--- config.mk ---
export PLATFORM = sky130hd
export DESIGN_NAME = csc_ram
export DESIGN_NICKNAME = d
export VERILOG_FILES = /design/src/hw/rtl/csc_ram.sv
export SDC_FILE = /design/constraint.sdc
export NUM_CORES = 1
export LEC_CHECK = 0
export BUFFER_PORTS_ARGS = -buffer_cell sky130_fd_sc_hd__buf_4
export CORE_MARGIN = 2
export CORE_UTILIZATION = 47
export DETAILED_ROUTE_END_ITERATION = 8
export GPL_TIMING_DRIVEN = 1
export MAX_ROUTING_LAYER = met4
export PLACE_DENSITY_LB_ADDON = 0.05
export SETUP_SLACK_MARGIN = 0.2
export SYNTH_ARGS = -nofsm -noshare
export SYNTH_HDL_FRONTEND = slang
export SYNTH_SLANG_ARGS = --single-unit
export TNS_END_PERCENT = 30
--- constraint.sdc ---
create_clock -name clk -period 4.5 [get_ports clk]
set_input_delay 0.9 -clock clk [delete_from_list [all_inputs] [get_ports clk]]
set_output_delay 0.9 -clock clk [all_outputs]
set_load 0.01 [all_outputs]
--- src/hw/rtl/csc_ram.sv ---
// ----------------------------------------------------------------------------
// csc_ram
// generic simple dual-port ram, one write port and one registered read port
// ----------------------------------------------------------------------------
module csc_ram #(
    parameter int WIDTH = 16,
    parameter int DEPTH = 64,
    parameter int AW    = (DEPTH > 1) ? $clog2(DEPTH) : 1
) (
    input  logic             clk,
    input  logic             we,
    input  logic [AW-1:0]    waddr,
    input  logic [WIDTH-1:0] wdata,
    input  logic [AW-1:0]    raddr,
    output logic [WIDTH-1:0] rdata
);

    logic [WIDTH-1:0] mem [DEPTH];
    logic [WIDTH-1:0] rdata_reg;

    always_ff @(posedge clk)
    begin
        if (we)
        begin
            mem[waddr] <= wdata;
        end
        rdata_reg <= mem[raddr];
    end

    assign rdata = rdata_reg;

endmodule

==> impl_metrics.yaml <==
finish:
  fin_util_pct: 53.6
  final_cells: 3229
  drive_above_1_share_pct: 27.1
  area_delta_synth_final_pct: 13.5
  fillers: 6588
  nNetsFinal: 2027
  largest_reg_flops: 1024
setup_path:
  critPathTopFamily: "compound AO/OA/AOI/OAI gates"
  path_max_fanout: 47
  critPathCapture: "rdata[15]"
  cp.arrival_ns: 3.61
  r2r_start: "mem[61][15]"
  startpoint_type: "primary input"
  cp_data_required_time_ns: 4.99
  crit_path_top_delay_cell: "a221oi_1"
  setup.worst_path.start: "raddr[1]"
  r2r_cells: 4
  r2r_end: "rdata[15]"
  cp-end-kind: "flop"
  crit_type: "primary input to flop"
  cp_common_cell: "a221oi_1"
  critPathBufInv: 2
  r2r_slack_ns: 2.14
  crit_path_cell_trace: "buf_6 -> buf_4 -> nor2b_1 -> a221oi_1 -> a221oi_1 -> a311oi_1"
  path_depth: 6
  max_stage_delay_ns: 0.90
sta:
  worst-slew-pin-transition_ns: 1.18
  timing.hold.ws_ns: 0.744
  timing.final.crit_share_pct: 69.4
  relSlewSlack_pct: 21.0
  rsz0062_at_grt: "false"
  final_hold_viol_count: 0
  setup_viol: 0
  slew_viol_final: 0
  skew_ns: 0.0280
  tns_ns: 0
  fmax_mhz: 320
  period_needed_ns: 3.12
floorplan:
  io_pins: 46
  coreArea_sq_mm: 0.0847
  die_y_um: 296
  die_area_sq_mm: 0.0875
  initial_core_util_pct: 47.3
  fp.dieW_um: 296
  rows: 107
status:
  status: "complete, no violations"
route:
  drt_wl_total_um: 102000
  wl_per_cell_um: 31.6
  via_count: 19200
  ant_nets: 0
  drtPass1Iterations: 5
  vias_per_cell: 5.96
  drt_iter0_drc: 2048
  drc: 0
synth:
  synth-seq-cells: 1040
  postSynthCellCount: 1829
  yosysWarnings: 0
  ys_async_sr_fraction_pct: 0
  synth_cell_types: 43
  synth_edf_count: 1024
  syn_nets: 1859
  synthFlopType: "edfxtp_1"
  yosysSeqAreaShare_pct: 77.6
  netlist_area_sq_mm: 0.0400
  syn_avg_cell_area_sq_um: 21.9
clock_network:
  cts_hold_buffers: 0
  cts_buffers: 107
  postCtsSetupBuffers: 0
  clk_path_buf_depth: 3
  path_clk_slew_ns: 0.06
  cts_num_sinks: 1040
  cts_tree: "done"
  htree_levels: 3
  clk_latency_ns: 0.68
  cts_resized: 0
  cts.root.buffer_cell: "clkbuf_16"
placed_design:
  io_buffers: 45
  dp_cells: 3032
  routabilityCongestion: 0.819
  hpwl_um: 60800
global_routing:
  overflow: 0
  grt_start_max_net_pins: 86
  track_usage_pct: 24.6
  antenna_found_initial: 5
  grt_pass1_vias: 19100
  grt_pass1_wl_um: 145000
pwr:
  p_per_area_mw_per_mm2: 444
  p_leak_nw: 14.4
  vdd_drop_max_mv: 0.343
run:
  max_cap_violations: 0
worst_hold_path:
  hold_path_class: "primary input to flop"
  hp-start: "waddr[2]"
[routing by layer]
layer | vias up | global-route usage [%] | routed length, um
li1 | 8043 | - | -
met1 | 10400 | 35.1 | 44000
met2 | 660 | 37.8 | 49200
met3 | 137 | 3.57 | 6470
met4 | 0 | 5.96 | 2500
met5 | - | - | 0
[power by group]
part / total, W / internal [W] / leakage (nW) / switching, W
sequential: 0.0108 / 0.0107 / 9.35 / 0.0000492
clock: 0.00836 / 0.00478 / 1.60 / 0.00358
combinational: 0.00103 / 0.000371 / 3.48 / 0.000663
[stage by stage]
stage          instance area [sq um]  power [W]  setup slack (ns)
6_report                       45400     0.0202              1.38
5_1_grt                        45400     0.0208              1.34
4_1_cts                        45400     0.0204              1.38
3_5_place_dp                   42100     0.0120             0.657
3_3_place_gp                   42100     0.0120             0.660
2_1_floorplan                  40000     0.0115              1.57
[cells by family after synthesis]
logic type	share of synthesized area (%)
flops	77.6
simple gates	2.65
mux	15.5
compound gates	2.41
buf+inv	1.83
[cell usage after synthesis, types with 4 or more instances]
cell type  count  share of area [%]
a211o_1        8               0.17
a211oi_1       8               0.15
a21oi_1       17               0.21
a221o_1        6               0.15
a221oi_1      16               0.35
a22o_1         6               0.13
a22oi_1       39               0.73
a311oi_1       8               0.17
a31oi_1        8               0.12
a41oi_1        5               0.11
and4_1         5               0.11
buf_12         5               0.25
buf_2         36               0.45
buf_4         13               0.24
buf_6         17               0.48
clkbuf_1      24               0.22
dfxtp_1       16               0.80
edfxtp_1    1024                 77
mux2_2        27               0.76
mux2i_1       85                2.1
mux4_1         4               0.26
mux4_2       220                 12
nand2_1       59               0.55
nand3_1       24               0.30
nand4_1       12               0.19
nor2_1        72               0.67
nor2b_1       30               0.47
o21ai_0        5              0.062
[layout make-up]
cell class | count | area [sq um] | area share, %
clock inverter | 49 | 389 | 0.857
multi-input combinational | 685 | 8280 | 18.2
clock buffer | 145 | 2900 | 6.39
sequential | 1040 | 31100 | 68.4
tap | 1144 | 1430 | 3.15
antenna | 3 | 7.51 | 0.0165
timing repair buffer | 163 | 1360 | 2.98
[cell usage in the layout (no fill, tap or decap), types with 4 or more instances in the layout]
cell type | synthesis | final
a41oi_1 | 5 | 5
clkinv_2 | 0 | 11
mux4_1 | 4 | 4
mux2_2 | 27 | 27
a221o_1 | 6 | 6
dfxtp_1 | 16 | 16
clkbuf_8 | 0 | 6
nand4_1 | 12 | 12
a31oi_1 | 8 | 8
nand2_1 | 59 | 59
nor2b_1 | 30 | 29
a22oi_1 | 39 | 39
a311oi_1 | 8 | 8
nor2_1 | 72 | 67
mux2i_1 | 85 | 85
a221oi_1 | 16 | 16
edfxtp_1 | 1024 | 1024
mux4_2 | 220 | 220
a22o_1 | 6 | 6
clkinv_1 | 0 | 24
a21oi_1 | 17 | 17
o21ai_0 | 5 | 5
bufinv_16 | 0 | 5
nand3_1 | 24 | 24
and4_1 | 5 | 5
buf_12 | 5 | 9
clkbuf_16 | 0 | 108
clkbuf_1 | 24 | 31
nor2_2 | 2 | 7
a211oi_1 | 8 | 8
buf_4 | 13 | 151
a211o_1 | 8 | 8
[worst reg2reg max path: stages, from the launching register on]
cell and delay [ns]:
edfxtp_1 0.37, mux4_2 0.50, mux2_2 0.33, a221oi_1 0.89
a311oi_1 0.09
[worst min path at each step]
stage / endpoint / depth (start not counted)
3_5_place_dp: rdata[6] / 5
4_1_cts: mem[49][2] / 2
3_3_place_gp: rdata[13] / 4
2_1_floorplan: rdata[10] / 5
6_report: mem[49][2] / 2
5_1_grt: mem[48][10] / 2
(Power assumes the default switching activity.)
