### src/hw/rtl/csc_pkg.sv
// ----------------------------------------------------------------------------
// csc_pkg
// shared types and constants of the circular stencil correlation block
// ----------------------------------------------------------------------------
package csc_pkg;

    localparam int MODE_W     = 2;
    localparam int POS_W      = 10;
    localparam int VAL_W      = 16;
    localparam int SCNT_W     = 11;
    localparam int TCNT_W     = 7;
    localparam int PROD_W     = 2 * VAL_W;
    localparam int ACC_W      = 40;
    localparam int CFG_IDX_W  = 1;
    localparam int MOD_STEP_W = $clog2(POS_W);

    localparam logic [SCNT_W-1:0] SAMPLE_COUNT_RST = 11'd1024;
    localparam logic [TCNT_W-1:0] TAP_COUNT_RST    = 7'd64;

    localparam logic [CFG_IDX_W-1:0] REG_SAMPLE_COUNT = 1'b0;
    localparam logic [CFG_IDX_W-1:0] REG_TAP_COUNT    = 1'b1;

    typedef enum logic [MODE_W-1:0] {
        MODE_TAP     = 2'd0,
        MODE_SAMPLE  = 2'd1,
        MODE_COMPUTE = 2'd2
    } csc_mode_t;

    typedef enum logic [2:0] {
        ST_IDLE,
        ST_MOD,
        ST_RUN,
        ST_DRAIN,
        ST_DONE
    } csc_state_t;

    typedef struct packed {
        logic valid;
        logic first;
        logic last;
    } csc_mac_ctrl_t;

endpackage

### src/hw/rtl/csc_mac.sv
// ----------------------------------------------------------------------------
// csc_mac
// registered multiply followed by a 40-bit accumulator
// ----------------------------------------------------------------------------
module csc_mac (
    input  logic                            clk,
    input  logic                            rst_n,
    input  csc_pkg::csc_mac_ctrl_t          ctrl,
    input  logic signed [csc_pkg::VAL_W-1:0] sample,
    input  logic signed [csc_pkg::VAL_W-1:0] tap,
    output logic signed [csc_pkg::ACC_W-1:0] acc,
    output logic                            done
);

    import csc_pkg::*;

    csc_mac_ctrl_t            prod_ctrl_reg;
    logic signed [PROD_W-1:0] prod_reg;
    logic signed [PROD_W-1:0] prod_next;
    logic signed [ACC_W-1:0]  acc_reg;
    logic signed [ACC_W-1:0]  acc_next;
    logic signed [ACC_W-1:0]  prod_ext;
    logic                     done_reg;

    always_comb
    begin
        prod_next = sample * tap;
        prod_ext  = {{(ACC_W - PROD_W){prod_reg[PROD_W-1]}}, prod_reg};
        acc_next  = acc_reg;
        if (prod_ctrl_reg.valid)
        begin
            acc_next = prod_ctrl_reg.first ? prod_ext : (acc_reg + prod_ext);
        end
    end

    always_ff @(posedge clk or negedge rst_n)
    begin
        if (!rst_n)
        begin
            prod_ctrl_reg <= '0;
            done_reg      <= 1'b0;
        end
        else
        begin
            prod_ctrl_reg <= ctrl;
            done_reg      <= prod_ctrl_reg.valid & prod_ctrl_reg.last;
        end
    end

    always_ff @(posedge clk)
    begin
        prod_reg <= prod_next;
        acc_reg  <= acc_next;
    end

    assign acc  = acc_reg;
    assign done = done_reg;

endmodule

### config.mk
export PLATFORM = sky130hd
export DESIGN_NAME = csc_mac
export DESIGN_NICKNAME = d
export VERILOG_FILES = /design/src/hw/rtl/csc_pkg.sv /design/src/hw/rtl/csc_mac.sv
export SDC_FILE = /design/constraint.sdc
export NUM_CORES = 1
export LEC_CHECK = 0
export BUFFER_PORTS_ARGS = -buffer_cell sky130_fd_sc_hd__buf_4
export CAP_MARGIN = 20
export CORE_UTILIZATION = 45
export DETAILED_ROUTE_END_ITERATION = 8
export PLACE_DENSITY = 0.67
export SYNTH_ARGS = -nofsm -noshare
export SYNTH_HDL_FRONTEND = slang
export SYNTH_SLANG_ARGS = --single-unit
### constraint.sdc
create_clock -name clk -period 2.63 [get_ports clk]
set_input_delay 0 -clock clk [delete_from_list [all_inputs] [get_ports clk]]
set_output_delay 0 -clock clk [all_outputs]
set_load 0.005 [all_outputs]
==> results.ini <==
[outcome]
outcome = finished with violations
violations = negative setup slack

[timing]
timing.hold.ws_ns = 0.125
slew_violations = 0
fmax_mhz = 205
setup_viol = 39
slew_headroom = 0.601
fin_skew_ns = 0.00705
hold_viol = 0
post-route-period-util = 1.85
fin_crit_ns = 4.87
tightestPinTransition_ns = 0.599
layout_setup_ws_ns = -2.24
rsz0062_at_grt = yes

[hold_path]
hold_path.class = primary input to register

[cells_and_area]
diodes = 0
layout.nets = 2331
layout-area-overhead-vs-synth_pct = 36.0
largest_reg_flops = 40
drive_above_1_share = 0.329

[floorplan]
fp.dieW_um = 180
io_pins = 78
dieArea_um2 = 32600
start_util = 0.463
rows = 64
core_area_um2 = 31000
fp.dieH_um = 180

[worst_setup_path]
critPathMaxFanout = 5
cp_data_required_time_ns = 2.86
crit_path_end_kind = register
critPathArrivalTime_ns = 5.10
startpoint_type = primary input
worstSetupPathType = primary input to register

[logic_synthesis]
synth_compound_area_frac = 0.0989
ys_ff_latch = 76
synth_simple_gate_area_frac = 0.154
synth_flop_cell = edfxtp_1
synth_xor_xnor_area_share = 0.0409
async_reset_ff_frac = 0.0526
synth_nets = 1989
synth_top_cell_by_area = fa_1
synthTopCellsByCount = inv_1, fa_1, nand2_1
synth_top_area_share = 0.367
synth_cell_types = 64
syn_area_um2 = 14300
yosysWarnings = 0
synth_top_family_by_area = adder cells
yosysMostFrequentCell = inv_1
synthCells = 1568
synthTopCellsByArea = fa_1, ha_1, edfxtp_1
synth_edf_count = 40
avgSynthCellArea_um2 = 9.14
ys_seq_area_frac = 0.135
synthMuxAreaShare = 0.00524
synth_fa_ha_area_frac = 0.473

[grt]
globalRoute.busiestLayer = met2
grt_max_degree = 43
use_met1 = 0.300
track_usage = 0.238
grt_overflow = 0
grt_pass1_vias = 13000
antenna_found_initial = 0
gr-usage-met3 = 0.0226
grt_first_pass_wirelength_mm = 63.0
use_met2 = 0.428

[job]
drv_cap = 0

[clocking]
cts_made_buffers = 9
htree_levels = 3
cts_tree = done
root_buffer = clkbuf_16
clk_path_buf_depth = 2
clkTransAtPathRegs_ns = 0.06
clock_sinks = 76
clock_latency_ns = 0.35

[detailed_routing]
wire_per_inst_um = 16.3
viasPerCell = 5.22
drc_errors = 0
vias = 12100
totalWireLength_mm = 37.6
first_pass_iters = 6
drt-initial-drc-count = 747
ant_nets = 0

[place]
place.gp.congestion = 0.889
portBuffers = 77
hpwl_mm = 29.6
place_ws_ns = -2.72

worst max-delay path: stages:
cell and delay (ns):
buf_8 0.10, buf_8 0.12, buf_8 0.13, nand2_4 0.05
fa_1 0.44, fa_2 0.59, fa_1 0.40, inv_1 0.08
fa_1 0.46, fa_1 0.57, inv_2 0.04, fa_1 0.51
inv_2 0.05, ha_4 0.28, a21oi_2 0.05, o21a_1 0.19
o221a_4 0.31, a21boi_4 0.20, a211oi_4 0.10, o2111ai_1 0.19
a21oi_1 0.10, xnor2_1 0.13
area by class of cell:
type                            count  area (um2)
Timing Repair Buffer              383        3340
Clock buffer                       10         229
Multi-Input combinational cell   1138       12300
Tap cell                          396         495
Fill cell                        2457       11500
Clock inverter                      6        65.1
Sequential cell                    76        1940
Inverter                          302        1140
through the flow:
stage	setup TNS, ns	instances	cell area [um2]	utilization
after global routing	-53.86	2311	19500	0.629
after global placement	-58.82	2246	17600	0.568
after CTS	-47.65	2305	19000	0.614
after detailed placement	-60.95	2246	17600	0.568
after floorplan	-46.74	1568	15100	-
final	-48.25	2311	19500	0.629
cells in the final DEF, fill, tap and decap left out, types with 10 or more instances in the layout:
master    instances
buf_6            54
a21oi_2          25
fa_2             20
dfxtp_1          31
xor2_1           25
ha_1             79
nor3_1           11
a21o_1           17
fa_1            243
ha_4             36
o21ai_1          19
xnor2_1          37
o21ai_0          39
and2_4           22
nor2_1           55
a21oi_1          40
inv_2            30
buf_4           305
nand2_1         173
inv_1           271
edfxtp_1         40
nand3_1          13
and2_1          105
buf_12           10
nand2_2          10
nand4_1          14
kinds of logic (layout without fill, tap and decap cells):
| family | Yosys count | after routing |
|---|---|---|
| and+or+nand+nor | 458 | 458 |
| muxes | 7 | 7 |
| buffers and inverters | 354 | 701 |
| xor gates and xnor gates | 67 | 67 |
| adders and majority gates | 384 | 384 |
| AOI/OAI and AO/OA | 222 | 222 |
| DFF | 76 | 76 |
final timing paths:
path / slack, ns / startpoint / cells past startpoint / to
setup / recovery: -2.24 / tap[3] / 22 / prod_reg[31]$_DFF_P_
hold / removal: 0.12 / tap[0] / 3 / prod_reg[0]$_DFF_P_
setup reg to reg: -0.27 / acc[5]$_DFFE_PP_ / 10 / acc[36]$_DFFE_PP_
hold reg to reg: 0.48 / prod_ctrl_reg[0]$_DFF_PN0_ / 1 / done$_DFF_PN0_
max in group asynchronous: 1.87 / rst_n / 3 / prod_ctrl_reg[1]$_DFF_PN0_
min in group asynchronous: 0.57 / rst_n / 3 / prod_ctrl_reg[2]$_DFF_PN0_
what timing repair did:
action	4_1_cts	5_1_grt
resized for setup	178	100
setup endpoints to repair	44	48
setup buffers	36	15
pin swaps	115	83
hold buffers	5	0
cloned	3	0
hold endpoints to repair	7	0
routing by layer:
metal	vias to the layer above	part of all wire
met5	-	0
met4	0	0.030
met3	84	0.039
met2	334	0.50
met1	6028	0.43
li1	5609	-
Power is left out: the tool's default activity adds up to more than one toggle a clock period on the data nets, which glitch-free logic cannot reach.
