**src/hw/rtl/csc_pkg.sv**
```systemverilog
// ----------------------------------------------------------------------------
// csc_pkg
// shared types and constants of the circular stencil correlation block
// ----------------------------------------------------------------------------
package csc_pkg;

    localparam int MODE_W     = 2;
    localparam int POS_W      = 10;
    localparam int VAL_W      = 16;
    localparam int SCNT_W     = 11;
    localparam int TCNT_W     = 7;
    localparam int PROD_W     = 2 * VAL_W;
    localparam int ACC_W      = 40;
    localparam int CFG_IDX_W  = 1;
    localparam int MOD_STEP_W = $clog2(POS_W);

    localparam logic [SCNT_W-1:0] SAMPLE_COUNT_RST = 11'd1024;
    localparam logic [TCNT_W-1:0] TAP_COUNT_RST    = 7'd64;

    localparam logic [CFG_IDX_W-1:0] REG_SAMPLE_COUNT = 1'b0;
    localparam logic [CFG_IDX_W-1:0] REG_TAP_COUNT    = 1'b1;

    typedef enum logic [MODE_W-1:0] {
        MODE_TAP     = 2'd0,
        MODE_SAMPLE  = 2'd1,
        MODE_COMPUTE = 2'd2
    } csc_mode_t;

    typedef enum logic [2:0] {
        ST_IDLE,
        ST_MOD,
        ST_RUN,
        ST_DRAIN,
        ST_DONE
    } csc_state_t;

    typedef struct packed {
        logic valid;
        logic first;
        logic last;
    } csc_mac_ctrl_t;

endpackage

```
**src/hw/rtl/csc_mod.sv**
```systemverilog
// ----------------------------------------------------------------------------
// csc_mod
// restoring remainder unit, one dividend bit per cycle
// ----------------------------------------------------------------------------
module csc_mod (
    input  logic                      clk,
    input  logic                      rst_n,
    input  logic                      start,
    input  logic [csc_pkg::POS_W-1:0]  dividend,
    input  logic [csc_pkg::SCNT_W-1:0] divisor,
    output logic                      done,
    output logic [csc_pkg::SCNT_W-1:0] remainder
);

    import csc_pkg::*;

    logic                  busy_reg;
    logic                  busy_next;
    logic                  done_reg;
    logic                  done_next;
    logic [MOD_STEP_W-1:0] step_reg;
    logic [MOD_STEP_W-1:0] step_next;
    logic [POS_W-1:0]      quo_reg;
    logic [POS_W-1:0]      quo_next;
    logic [SCNT_W-1:0]     rem_reg;
    logic [SCNT_W-1:0]     rem_next;
    logic [SCNT_W:0]       shifted;
    logic [SCNT_W:0]       reduced;

    always_comb
    begin
        shifted = {rem_reg, quo_reg[POS_W-1]};
        reduced = (shifted >= {1'b0, divisor}) ? (shifted - {1'b0, divisor}) : shifted;
    end

    always_comb
    begin
        busy_next = busy_reg;
        done_next = 1'b0;
        step_next = step_reg;
        quo_next  = quo_reg;
        rem_next  = rem_reg;
        if (start)
        begin
            busy_next = 1'b1;
            step_next = MOD_STEP_W'(POS_W - 1);
            quo_next  = dividend;
            rem_next  = '0;
        end
        else if (busy_reg)
        begin
            rem_next  = reduced[SCNT_W-1:0];
            quo_next  = {quo_reg[POS_W-2:0], 1'b0};
            step_next = step_reg - 1'b1;
            if (step_reg == '0)
            begin
                busy_next = 1'b0;
                done_next = 1'b1;
            end
        end
    end

    always_ff @(posedge clk or negedge rst_n)
    begin
        if (!rst_n)
        begin
            busy_reg <= 1'b0;
            done_reg <= 1'b0;
            step_reg <= '0;
        end
        else
        begin
            busy_reg <= busy_next;
            done_reg <= done_next;
            step_reg <= step_next;
        end
    end

    always_ff @(posedge clk)
    begin
        quo_reg <= quo_next;
        rem_reg <= rem_next;
    end

    assign done      = done_reg;
    assign remainder = rem_reg;

endmodule

```
**config.mk**
```make
export PLATFORM = sky130hd
export DESIGN_NAME = csc_mod
export DESIGN_NICKNAME = d
export VERILOG_FILES = /design/src/hw/rtl/csc_pkg.sv /design/src/hw/rtl/csc_mod.sv
export SDC_FILE = /design/constraint.sdc
export NUM_CORES = 1
export LEC_CHECK = 0
export ABC_AREA = 1
export BUFFER_PORTS_ARGS = -buffer_cell sky130_fd_sc_hd__buf_2
export CORE_MARGIN = 10
export CORE_UTILIZATION = 60
export DETAILED_ROUTE_END_ITERATION = 12
export GPL_TIMING_DRIVEN = 1
export PLACE_DENSITY_LB_ADDON = 0.3
export SYNTH_ARGS = -nofsm -noshare
export SYNTH_HDL_FRONTEND = slang
export SYNTH_SLANG_ARGS = --single-unit
```
**constraint.sdc**
```tcl
create_clock -name clk -period 4.8 [get_ports clk]
set_input_delay 0.72 -clock clk [delete_from_list [all_inputs] [get_ports clk]]
set_output_delay 0.72 -clock clk [all_outputs]
set_load 0.005 [all_outputs]
```
==> results of run 1 <==
==> critical path, cell delays in order <==
cell and delay, ps:
buf_2 100, ha_1 210, fa_1 400, inv_1 90, nand3_1 80, nand3_1 120, nand2_2 160, nand3_2 250
nand3_1 130, nand3_1 90, nand2_1 50
==> per-stage QoR <==
stage | setup WS (ps) | cells | cell area [um2] | total power, mW
final | 2610 | 371 | 2180 | 1.05
after global routing | 2440 | 371 | 2180 | 1.17
after CTS | 2610 | 371 | 2180 | 1.06
after detailed placement | 2280 | 367 | 2160 | 0.958
after global placement | 2380 | 367 | 2160 | 0.946
after floorplan | 2700 | 296 | 1980 | 0.829
==> routing by layer <==
| metal | vias to the layer above | GRT usage [%] | wire length, um |
|---|---|---|---|
| met2 | 48 | 24.9 | 2000 |
| met5 | - | 0 | 0 |
| met1 | 819 | 17.7 | 1980 |
| met4 | 0 | 1.82 | 29 |
| met3 | 4 | 4.61 | 283 |
| li1 | 984 | - | - |
==> cells in the final DEF, fill, tap and decap left out, types with 2 or more instances in the layout <==
master and count:
a21oi_1 6, buf_2 35, clkbuf_4 3, dfrtp_1 6
dfxtp_1 11, edfxtp_1 10, ha_1 13, inv_1 60
inv_2 2, nand2_1 103, nand2_2 5, nand3_1 25
nand3_2 3, nand4_1 13, nor2_1 13, o21ai_0 4
o21ai_1 4, xor2_1 2
==> cells by family after synthesis <==
| logic type | synth area share (%) |
|---|---|
| adder cells (fa/ha/maj) | 9.24 |
| flip-flops | 33.9 |
| AND/OR/NAND/NOR | 36.8 |
| buffers and inverters | 14.4 |
| XOR/XNOR | 1.33 |
| AO/OA/AOI/OAI | 4.30 |
==> cells in the mapped netlist <==
| library cell | instances | area (um2) |
|---|---|---|
| a21oi_1 | 6 | 30.0 |
| a21oi_2 | 1 | 8.76 |
| buf_2 | 2 | 10.0 |
| buf_4 | 1 | 7.51 |
| buf_6 | 2 | 22.5 |
| clkbuf_1 | 3 | 11.3 |
| dfrtp_1 | 6 | 150 |
| dfxtp_1 | 11 | 220 |
| edfxtp_1 | 10 | 300 |
| fa_1 | 1 | 20.0 |
| ha_1 | 13 | 163 |
| inv_1 | 60 | 225 |
| inv_2 | 2 | 7.51 |
| nand2_1 | 103 | 387 |
| nand2_2 | 5 | 31.3 |
| nand3_1 | 25 | 125 |
| nand3_2 | 3 | 30.0 |
| nand4_1 | 13 | 81.3 |
| nor2_1 | 13 | 48.8 |
| nor2_2 | 1 | 6.26 |
| nor4_1 | 1 | 6.26 |
| o21ai_0 | 4 | 20.0 |
| o21ai_1 | 4 | 20.0 |
| o22ai_1 | 1 | 6.26 |
| or2_0 | 1 | 6.26 |
| or2_2 | 1 | 6.26 |
| xnor2_1 | 1 | 8.76 |
| xor2_1 | 2 | 17.5 |
==> power groups by stage <==
stage                     clock network (mW)  logic, mW  registers (mW)
final                                 0.0969      0.615           0.342
after global routing                   0.110      0.711           0.350
after CTS                             0.0983      0.614           0.343
after detailed placement                   0      0.610           0.348
after global placement                     0      0.600           0.346
after floorplan                            0      0.490           0.339
==> worst min-delay path by stage <==
stage / start / slack, ps / cells past startpoint / end
2_1_floorplan: rst_n / 420 / 0 / busy_reg
3_3_place_gp: remainder[10] / 470 / 2 / remainder[10]
3_5_place_dp: remainder[10] / 480 / 2 / remainder[10]
4_1_cts: rst_n / 180 / 1 / done
5_1_grt: rst_n / 170 / 1 / done
6_report: rst_n / 190 / 1 / done
==> final cells by class <==
| cell class | count | area, um2 |
|---|---|---|
| Clock buffer | 4 | 26.3 |
| Fill cell | 296 | 921 |
| Inverter | 62 | 233 |
| Multi-Input combinational cell | 199 | 1020 |
| Sequential cell | 27 | 671 |
| Tap cell | 44 | 55.1 |
| Timing Repair Buffer | 35 | 175 |
==> qor.txt, run 1 <==
Status = finished clean
Clk pwr share = 9.2%
Core Area = 0.00310 mm2
Global route overflow = 0
Yosys warns = 0
Horiz. Die Dim = 77.4 um
RSZ-0062 raised after global routing = no
Leak = 1.30 nW
Synthesized area = 0.00198 mm2
RR Startpoint = quo_reg[9]
Total CTS buffers = 3
Setup slack, reg-to-reg = 2720 ps
Routability cong. = 0.849
Pre-Repair DR Iteration Count = 4
Netlist cell types = 28
Iteration-0 DRC Markers = 141
Fin. max-slew vios = 0
Critical Path RT = 5030 ps
Fin crit period = 2190 ps
Max Cap Viol = 0
Final Hold Vio Count = 0
Max FFs per register = 11
Fin Hold WS = 186 ps
H-tree level count = 1
Cell count after synthesis = 296
VDD IR max = 244 uV
Port buffer count = 35
Slew @ Worst Pin = 791 ps
Area Overhead vs Synth = 10.4%
RR Endpoint = remainder[6]
CP Class = primary input to flip-flop
Internal = 0.570 mW
Clock buffer depth = 2
Setup-failing EPs final = 0
Fmax = 457 MHz
Clock latency on the worst-skew pair = 320 ps
Setup TNS = 0 ps
Hold crit path type = primary input to async pin
Reg clk slew, reported paths = 140 ps
Post-DRT Antenna Nets = 0
Total setup buffers inserted after CTS = 0
Aggregate routed wire length = 4290 um
Vias in the first global route = 1792
Critical path launch point = divisor[0]
Mapped Nets = 334
I/O pins = 36
GRT Resource Usage Total = 14.5%
Max-slew headroom = 47.1%
CTS Sinks = 27
Number of synthesized register bits = 27
Crit-path max FO = 12
First-pass GRT wire length = 7500 um
Power Dens Cells = 483 mW/mm2
Clock root buffer = clkbuf_4
Logic pwr share = 58.3%
NetSw = 0.484 mW
Die area = 0.00599 mm2
Mapped Avg Cell Area = 6.68 um2
Antenna diode count = 0
Sequential fraction of the synthesis area = 33.9%
CTS tree = done
Post-cts sizing count = 0
Hpwl dp = 3450 um
# DRC = 0
Seq pwr share = 32.5%
Worst Setup Start Kind = primary input
Largest net degree at the start of global routing = 17
Crit path capture = remainder[6]
Layout Skew = 4.61 ps
Worst reg2reg path depth = 11
Switching Share = 45.9%
Crit end category = flip-flop
Post-CTS Hold Buffers = 0
Arrival time at the worst endpoint = 2420 ps
Post-layout util = 70.3%
Chip Height = 77.4 um
Antenna violations before repair = 0
Initial Util = 63.7%
Avg WL per Cell = 11.6 um
Share of cells above drive strength 1 = 15.6%
Vias = 1855
Vias/cell = 5.00
Row Count = 20
Period Utilization, post-route = 45.6%
Nets = 366
(Power assumes the default switching activity.)
==> run 2, diff against run 1 <==
--- a/config.mk
+++ b/config.mk
@@ -8,7 +8,7 @@
 export ABC_AREA = 1
 export BUFFER_PORTS_ARGS = -buffer_cell sky130_fd_sc_hd__buf_2
 export CORE_MARGIN = 10
-export CORE_UTILIZATION = 60
+export CORE_UTILIZATION = 50
 export DETAILED_ROUTE_END_ITERATION = 12
 export GPL_TIMING_DRIVEN = 1
 export PLACE_DENSITY_LB_ADDON = 0.3
==> constraint.sdc (replaced) <==
create_clock -name clk -period 1.9 [get_ports clk]
set_input_delay 0.285 -clock clk [delete_from_list [all_inputs] [get_ports clk]]
set_output_delay 0.285 -clock clk [all_outputs]
set_load 0.005 [all_outputs]
==> qor.txt, run 2 (synthesized netlist as in run 1, its figures left out) <==
Status = finished clean
RR Startpoint = quo_reg[9]
Total power = 2.91 mW
Largest net degree at the start of global routing = 17
Vias = 1897
Arrival time at the worst endpoint = 1940 ps
Worst reg2reg path depth = 11
Fmax = 559 MHz
Worst Setup Start Kind = flip-flop
Share of cells above drive strength 1 = 20.4%
Slew @ Worst Pin = 797 ps
Period Utilization, post-route = 94.1%
Critical path launch point = quo_reg[9]
Area Overhead vs Synth = 18.0%
Fin crit period = 1790 ps
Port buffer count = 35
VDD IR max = 831 uV
First-pass GRT wire length = 7600 um
Initial Util = 52.8%
Horiz. Die Dim = 82.9 um
Clock buffer depth = 2
Max Cap Viol = 0
Pre-Repair DR Iteration Count = 4
Leak = 1.37 nW
Chip Height = 82.9 um
CP Class = flip-flop to flip-flop
Die area = 0.00687 mm2
Max-slew headroom = 46.7%
Dpl cell area = 0.00222 mm2
Design Area, Final = 0.00233 mm2
Row Count = 22
Iteration-0 DRC Markers = 82
Core Area = 0.00374 mm2
Crit end category = flip-flop
Antenna diode count = 0
GRT Resource Usage Total = 12.3%
Routability cong. = 0.869
Clock root buffer = clkbuf_8
Hpwl dp = 3470 um
Reg clk slew, reported paths = 80 ps
Vias in the first global route = 1761
Aggregate routed wire length = 4640 um
Largest stage delay, worst path = 410 ps
Commonest cells after routing, fill and taps aside = 102 x nand2_1, 58 x inv_1, 36 x buf_2
CTS tree = done
CTS Sinks = 27
Clock latency on the worst-skew pair = 270 ps
Post-layout util = 62.3%
Crit-path cells = inv_2 -> ha_4 -> fa_2 -> inv_2 -> nand3_2 -> nand3_2 -> nand2_4 -> nand3_4 -> nand2_1 -> nand3_1 -> o21ai_0
Hold crit path type = primary input to flip-flop
H-tree level count = 1
Crit path capture = remainder[0]
I/O pins = 36
Global route overflow = 0
Post-DRT Antenna Nets = 0
Fin. max-slew vios = 0
Avg WL per Cell = 12.0 um
Setup slack, reg-to-reg = 110 ps
Nets = 377
Vias/cell = 4.91
Worst path slowest cell = fa_2
Layout Skew = 5.12 ps
RR Endpoint = remainder[0]
Final Hold Vio Count = 0
# DRC = 0
Crit-path max FO = 11
Total CTS buffers = 3
Max FFs per register = 11
Power Dens Cells = 1250 mW/mm2
Setup-failing EPs final = 0
Antenna violations before repair = 0
Critical Path RT = 2050 ps
Fin Hold WS = 270 ps
Commonest non-fill, non-tap cell in the layout = nand2_1
==> run 2: cell count changes in the layout (fill, tap and decap cells not counted), moves of 2 or more <==
cell / change
inv_2: +2
nand3_1: -2
clkbuf_4: -3
buf_4: +8
clkbuf_8: +3
inv_1: -2
==> run 2: how the worst min path moves through the flow <==
stage	from	end	slack, ps	cells past startpoint
finish	dividend[0]	quo_reg[0]	270	3
global route	dividend[0]	quo_reg[0]	280	3
CTS	dividend[0]	quo_reg[0]	270	3
detailed placement	rst_n	busy_reg	120	1
global placement	rst_n	busy_reg	110	1
floorplan	rst_n	busy_reg	-10	0
==> run 2: worst max-delay path: cells and delay by family, from the launching register on <==
family	cells	cell delay, ps
adder cells (fa/ha/maj)	2	570
AND/OR/NAND/NOR	6	520
flip-flops	1	350
buffers and inverters	2	140
AO/OA/AOI/OAI	1	90
==> run 2: report_power, final <==
group,switching [mW],internal (mW),leakage (nW)
Clock,0.170,0.147,0.0255
Combinational,1.01,0.718,1.08
Sequential,0.115,0.745,0.271
==> run 2: per-stage QoR <==
stage,setup TNS (ps),setup slack [ps],instances
floorplan,0,183,296
global placement,0,56.4,379
detailed placement,0,13.2,379
CTS,0,11.6,384
global route,-39.8,-21.5,386
finish,0,111,386
==> run 2: layer usage <==
| layer | share of wire, % | wire length (um) | GRT usage, % | vias to the layer above |
|---|---|---|---|---|
| met5 | 0 | 0 | 0 | - |
| met4 | 1.2 | 57 | 2.00 | 0 |
| met3 | 5.8 | 270 | 3.42 | 6 |
| met2 | 47 | 2160 | 20.3 | 46 |
| met1 | 46 | 2150 | 15.8 | 837 |
| li1 | - | - | - | 1008 |
==> run 2: layout make-up <==
type / instances / area, um2
fillers: 368 / 1410
well taps: 48 / 60.1
clock buffers: 3 / 41.3
multi-input cells: 199 / 1060
flip-flops and latches: 27 / 671
clock inverters: 1 / 5.00
inverters: 62 / 233
repair buffers: 46 / 262
==> run 2: repair_timing <==
action	4_1_cts	5_1_grt
gates resized for setup	0	11
endpoints found under the hold margin	6	0
endpoints found under the setup margin	0	11
hold buffers	1	0
setup buffers	0	1
==> run 3, diff against run 2 <==
--- a/config.mk
+++ b/config.mk
@@ -12,6 +12,7 @@
 export DETAILED_ROUTE_END_ITERATION = 12
 export GPL_TIMING_DRIVEN = 1
 export PLACE_DENSITY_LB_ADDON = 0.3
+export REMOVE_ABC_BUFFERS = 1
 export SYNTH_ARGS = -nofsm -noshare
 export SYNTH_HDL_FRONTEND = slang
 export SYNTH_SLANG_ARGS = --single-unit
==> constraint.sdc (replaced) <==
create_clock -name clk -period 1.9 [get_ports clk]
set_input_delay 0.285 -clock clk [delete_from_list [all_inputs] [get_ports clk]]
set_output_delay 0.285 -clock clk [all_outputs]
set_load 0.02 [all_outputs]
==> qor.txt, run 3 (synthesized netlist as in run 1, its figures left out) <==
Worst reg2reg path depth = 13
Layout Skew = 4.86 ps
Max-slew headroom = 48.3%
Crit-path max FO = 6
Initial Util = 52.8%
Internal = 1.57 mW
Post-layout util = 61.5%
Antenna violations before repair = 0
Total CTS buffers = 3
Clock latency on the worst-skew pair = 270 ps
Vias/cell = 4.90
CTS Sinks = 27
Crit end category = flip-flop
Max Cap Viol = 0
Period Utilization, post-route = 93.3%
Routability cong. = 0.832
CP Class = flip-flop to flip-flop
Leak = 1.35 nW
Pre-Repair DR Iteration Count = 4
Area Overhead vs Synth = 16.4%
Worst path slowest cell = fa_2
Worst Path Buf+Inv = 4
Max FFs per register = 11
Share of cells above drive strength 1 = 18.9%
Setup TNS = 0 ps
Reg clk slew, reported paths = 90 ps
Post-DRT Antenna Nets = 0
RR Startpoint = quo_reg[9]
NetSw = 1.38 mW
Aggregate routed wire length = 4390 um
Avg WL per Cell = 11.5 um
Hold crit path type = primary input to flip-flop
Setup-failing EPs final = 0
HP Start = dividend[0]
Pre-CTS setup slack = -53.1 ps
CP top delay family = adder cells
Crit-path cells = inv_2 -> ha_4 -> fa_2 -> inv_2 -> nand3_2 -> nand3_2 -> nand2_4 -> buf_6 -> nand4_1 -> nand2_1 -> inv_1 -> nand2_1 -> nand2_1
Clock buffer depth = 2
Hpwl dp = 3580 um
Chip Height = 82.9 um
Worst Setup Start Kind = flip-flop
Commonest cells after routing, fill and taps aside = 103 x nand2_1, 58 x inv_1, 36 x buf_2
RR Endpoint = remainder[9]
# DRC = 0
Core Area = 0.00374 mm2
Port buffer count = 35
Row Count = 22
Logic pwr share = 59.8%
RSZ-0062 raised after global routing = yes
Nets = 372
Status = finished clean
CP dominant cell by count = nand2_1
I/O pins = 36
Vias in the first global route = 1814
Fin Hold WS = 271 ps
CTS tree = done
Arrival time at the worst endpoint = 1990 ps
Largest net degree at the start of global routing = 17
Vias = 1866
H-tree level count = 1
First-pass GRT wire length = 7530 um
VDD IR max = 680 uV
Fin. max-slew vios = 0
Largest stage delay, worst path = 400 ps
Commonest non-fill, non-tap cell in the layout = nand2_1
Setup slack, reg-to-reg = 130 ps
Horiz. Die Dim = 82.9 um
Switching Share = 46.7%
Clock root buffer = clkbuf_8
Slew @ Worst Pin = 772 ps
Power Dens Cells = 1280 mW/mm2
Fin crit period = 1770 ps
Seq pwr share = 29.3%
GRT Resource Usage Total = 12.3%
Worst hold path depth = 3
Die area = 0.00687 mm2
Antenna diode count = 0
Global route overflow = 0
Critical Path RT = 2120 ps
Fmax = 564 MHz
Final Hold Vio Count = 0
Final WS setup = 128 ps
Clk pwr share = 10.9%
Iteration-0 DRC Markers = 83
Hold Path End = quo_reg[0]
run 3: worst max-delay path by stage:
stage / depth (start not counted) / slack (ps) / end / startpoint
global placement: 11 / 50 / remainder[5] / divisor[0]
finish: 13 / 130 / remainder[9] / quo_reg[9]
global route: 10 / -20 / remainder[4] / remainder[9]
floorplan: 10 / 50 / remainder[0] / remainder[0]
detailed placement: 11 / -50 / remainder[5] / divisor[0]
CTS: 13 / 20 / remainder[10] / quo_reg[9]
run 3: layout make-up:
type	instances	area [um2]
inverters	62	233
well taps	48	60.1
clock buffers	3	41.3
repair buffers	41	224
fillers	396	1440
flip-flops and latches	27	671
clock inverters	1	5.00
multi-input cells	199	1070
run 3: per-layer routing:
layer / track usage [%] / wire length (um) / share of wire, %
met3: 3.71 / 236 / 5.4
met5: 0 / 0 / 0
met2: 20.6 / 2020 / 46
met1: 15.0 / 2100 / 48
met4: 2.92 / 33 / 0.75
run 3: worst register-to-register path, cell delays in order (launching register included):
cell and delay (ps):
edfxtp_1 350, inv_2 60, ha_4 160, fa_2 400, inv_2 80, nand3_2 70
nand3_2 100, nand2_4 70, buf_6 140, nand4_1 60, nand2_1 50, inv_1 80
nand2_1 50, nand2_1 50
run 3: power by group through the flow:
stage / Combinational [mW] / Clock, mW / Sequential, mW
floorplan: 1.17 / 0 / 0.969
global placement: 1.67 / 0 / 0.878
detailed placement: 1.70 / 0 / 0.881
CTS: 1.73 / 0.330 / 0.870
global route: 2.01 / 0.360 / 0.882
finish: 1.77 / 0.321 / 0.866
run 3: timing repair:
item / CTS / global route
hold buffers: 1 / 0
pin swaps: 0 / 3
resized for setup: 2 / 9
gates cloned: 0 / 1
setup endpoints to repair: 11 / 11
hold endpoints to repair: 6 / 0
buffers inserted: 0 / 0
run 3: stage by stage:
step / power [mW] / cells / instance area [um2]
after global placement: 2.55 / 375 / 2190
final: 2.95 / 381 / 2300
after global routing: 3.25 / 381 / 2300
after CTS: 2.93 / 380 / 2260
after detailed placement: 2.58 / 375 / 2190
after floorplan: 2.14 / 288 / 1930
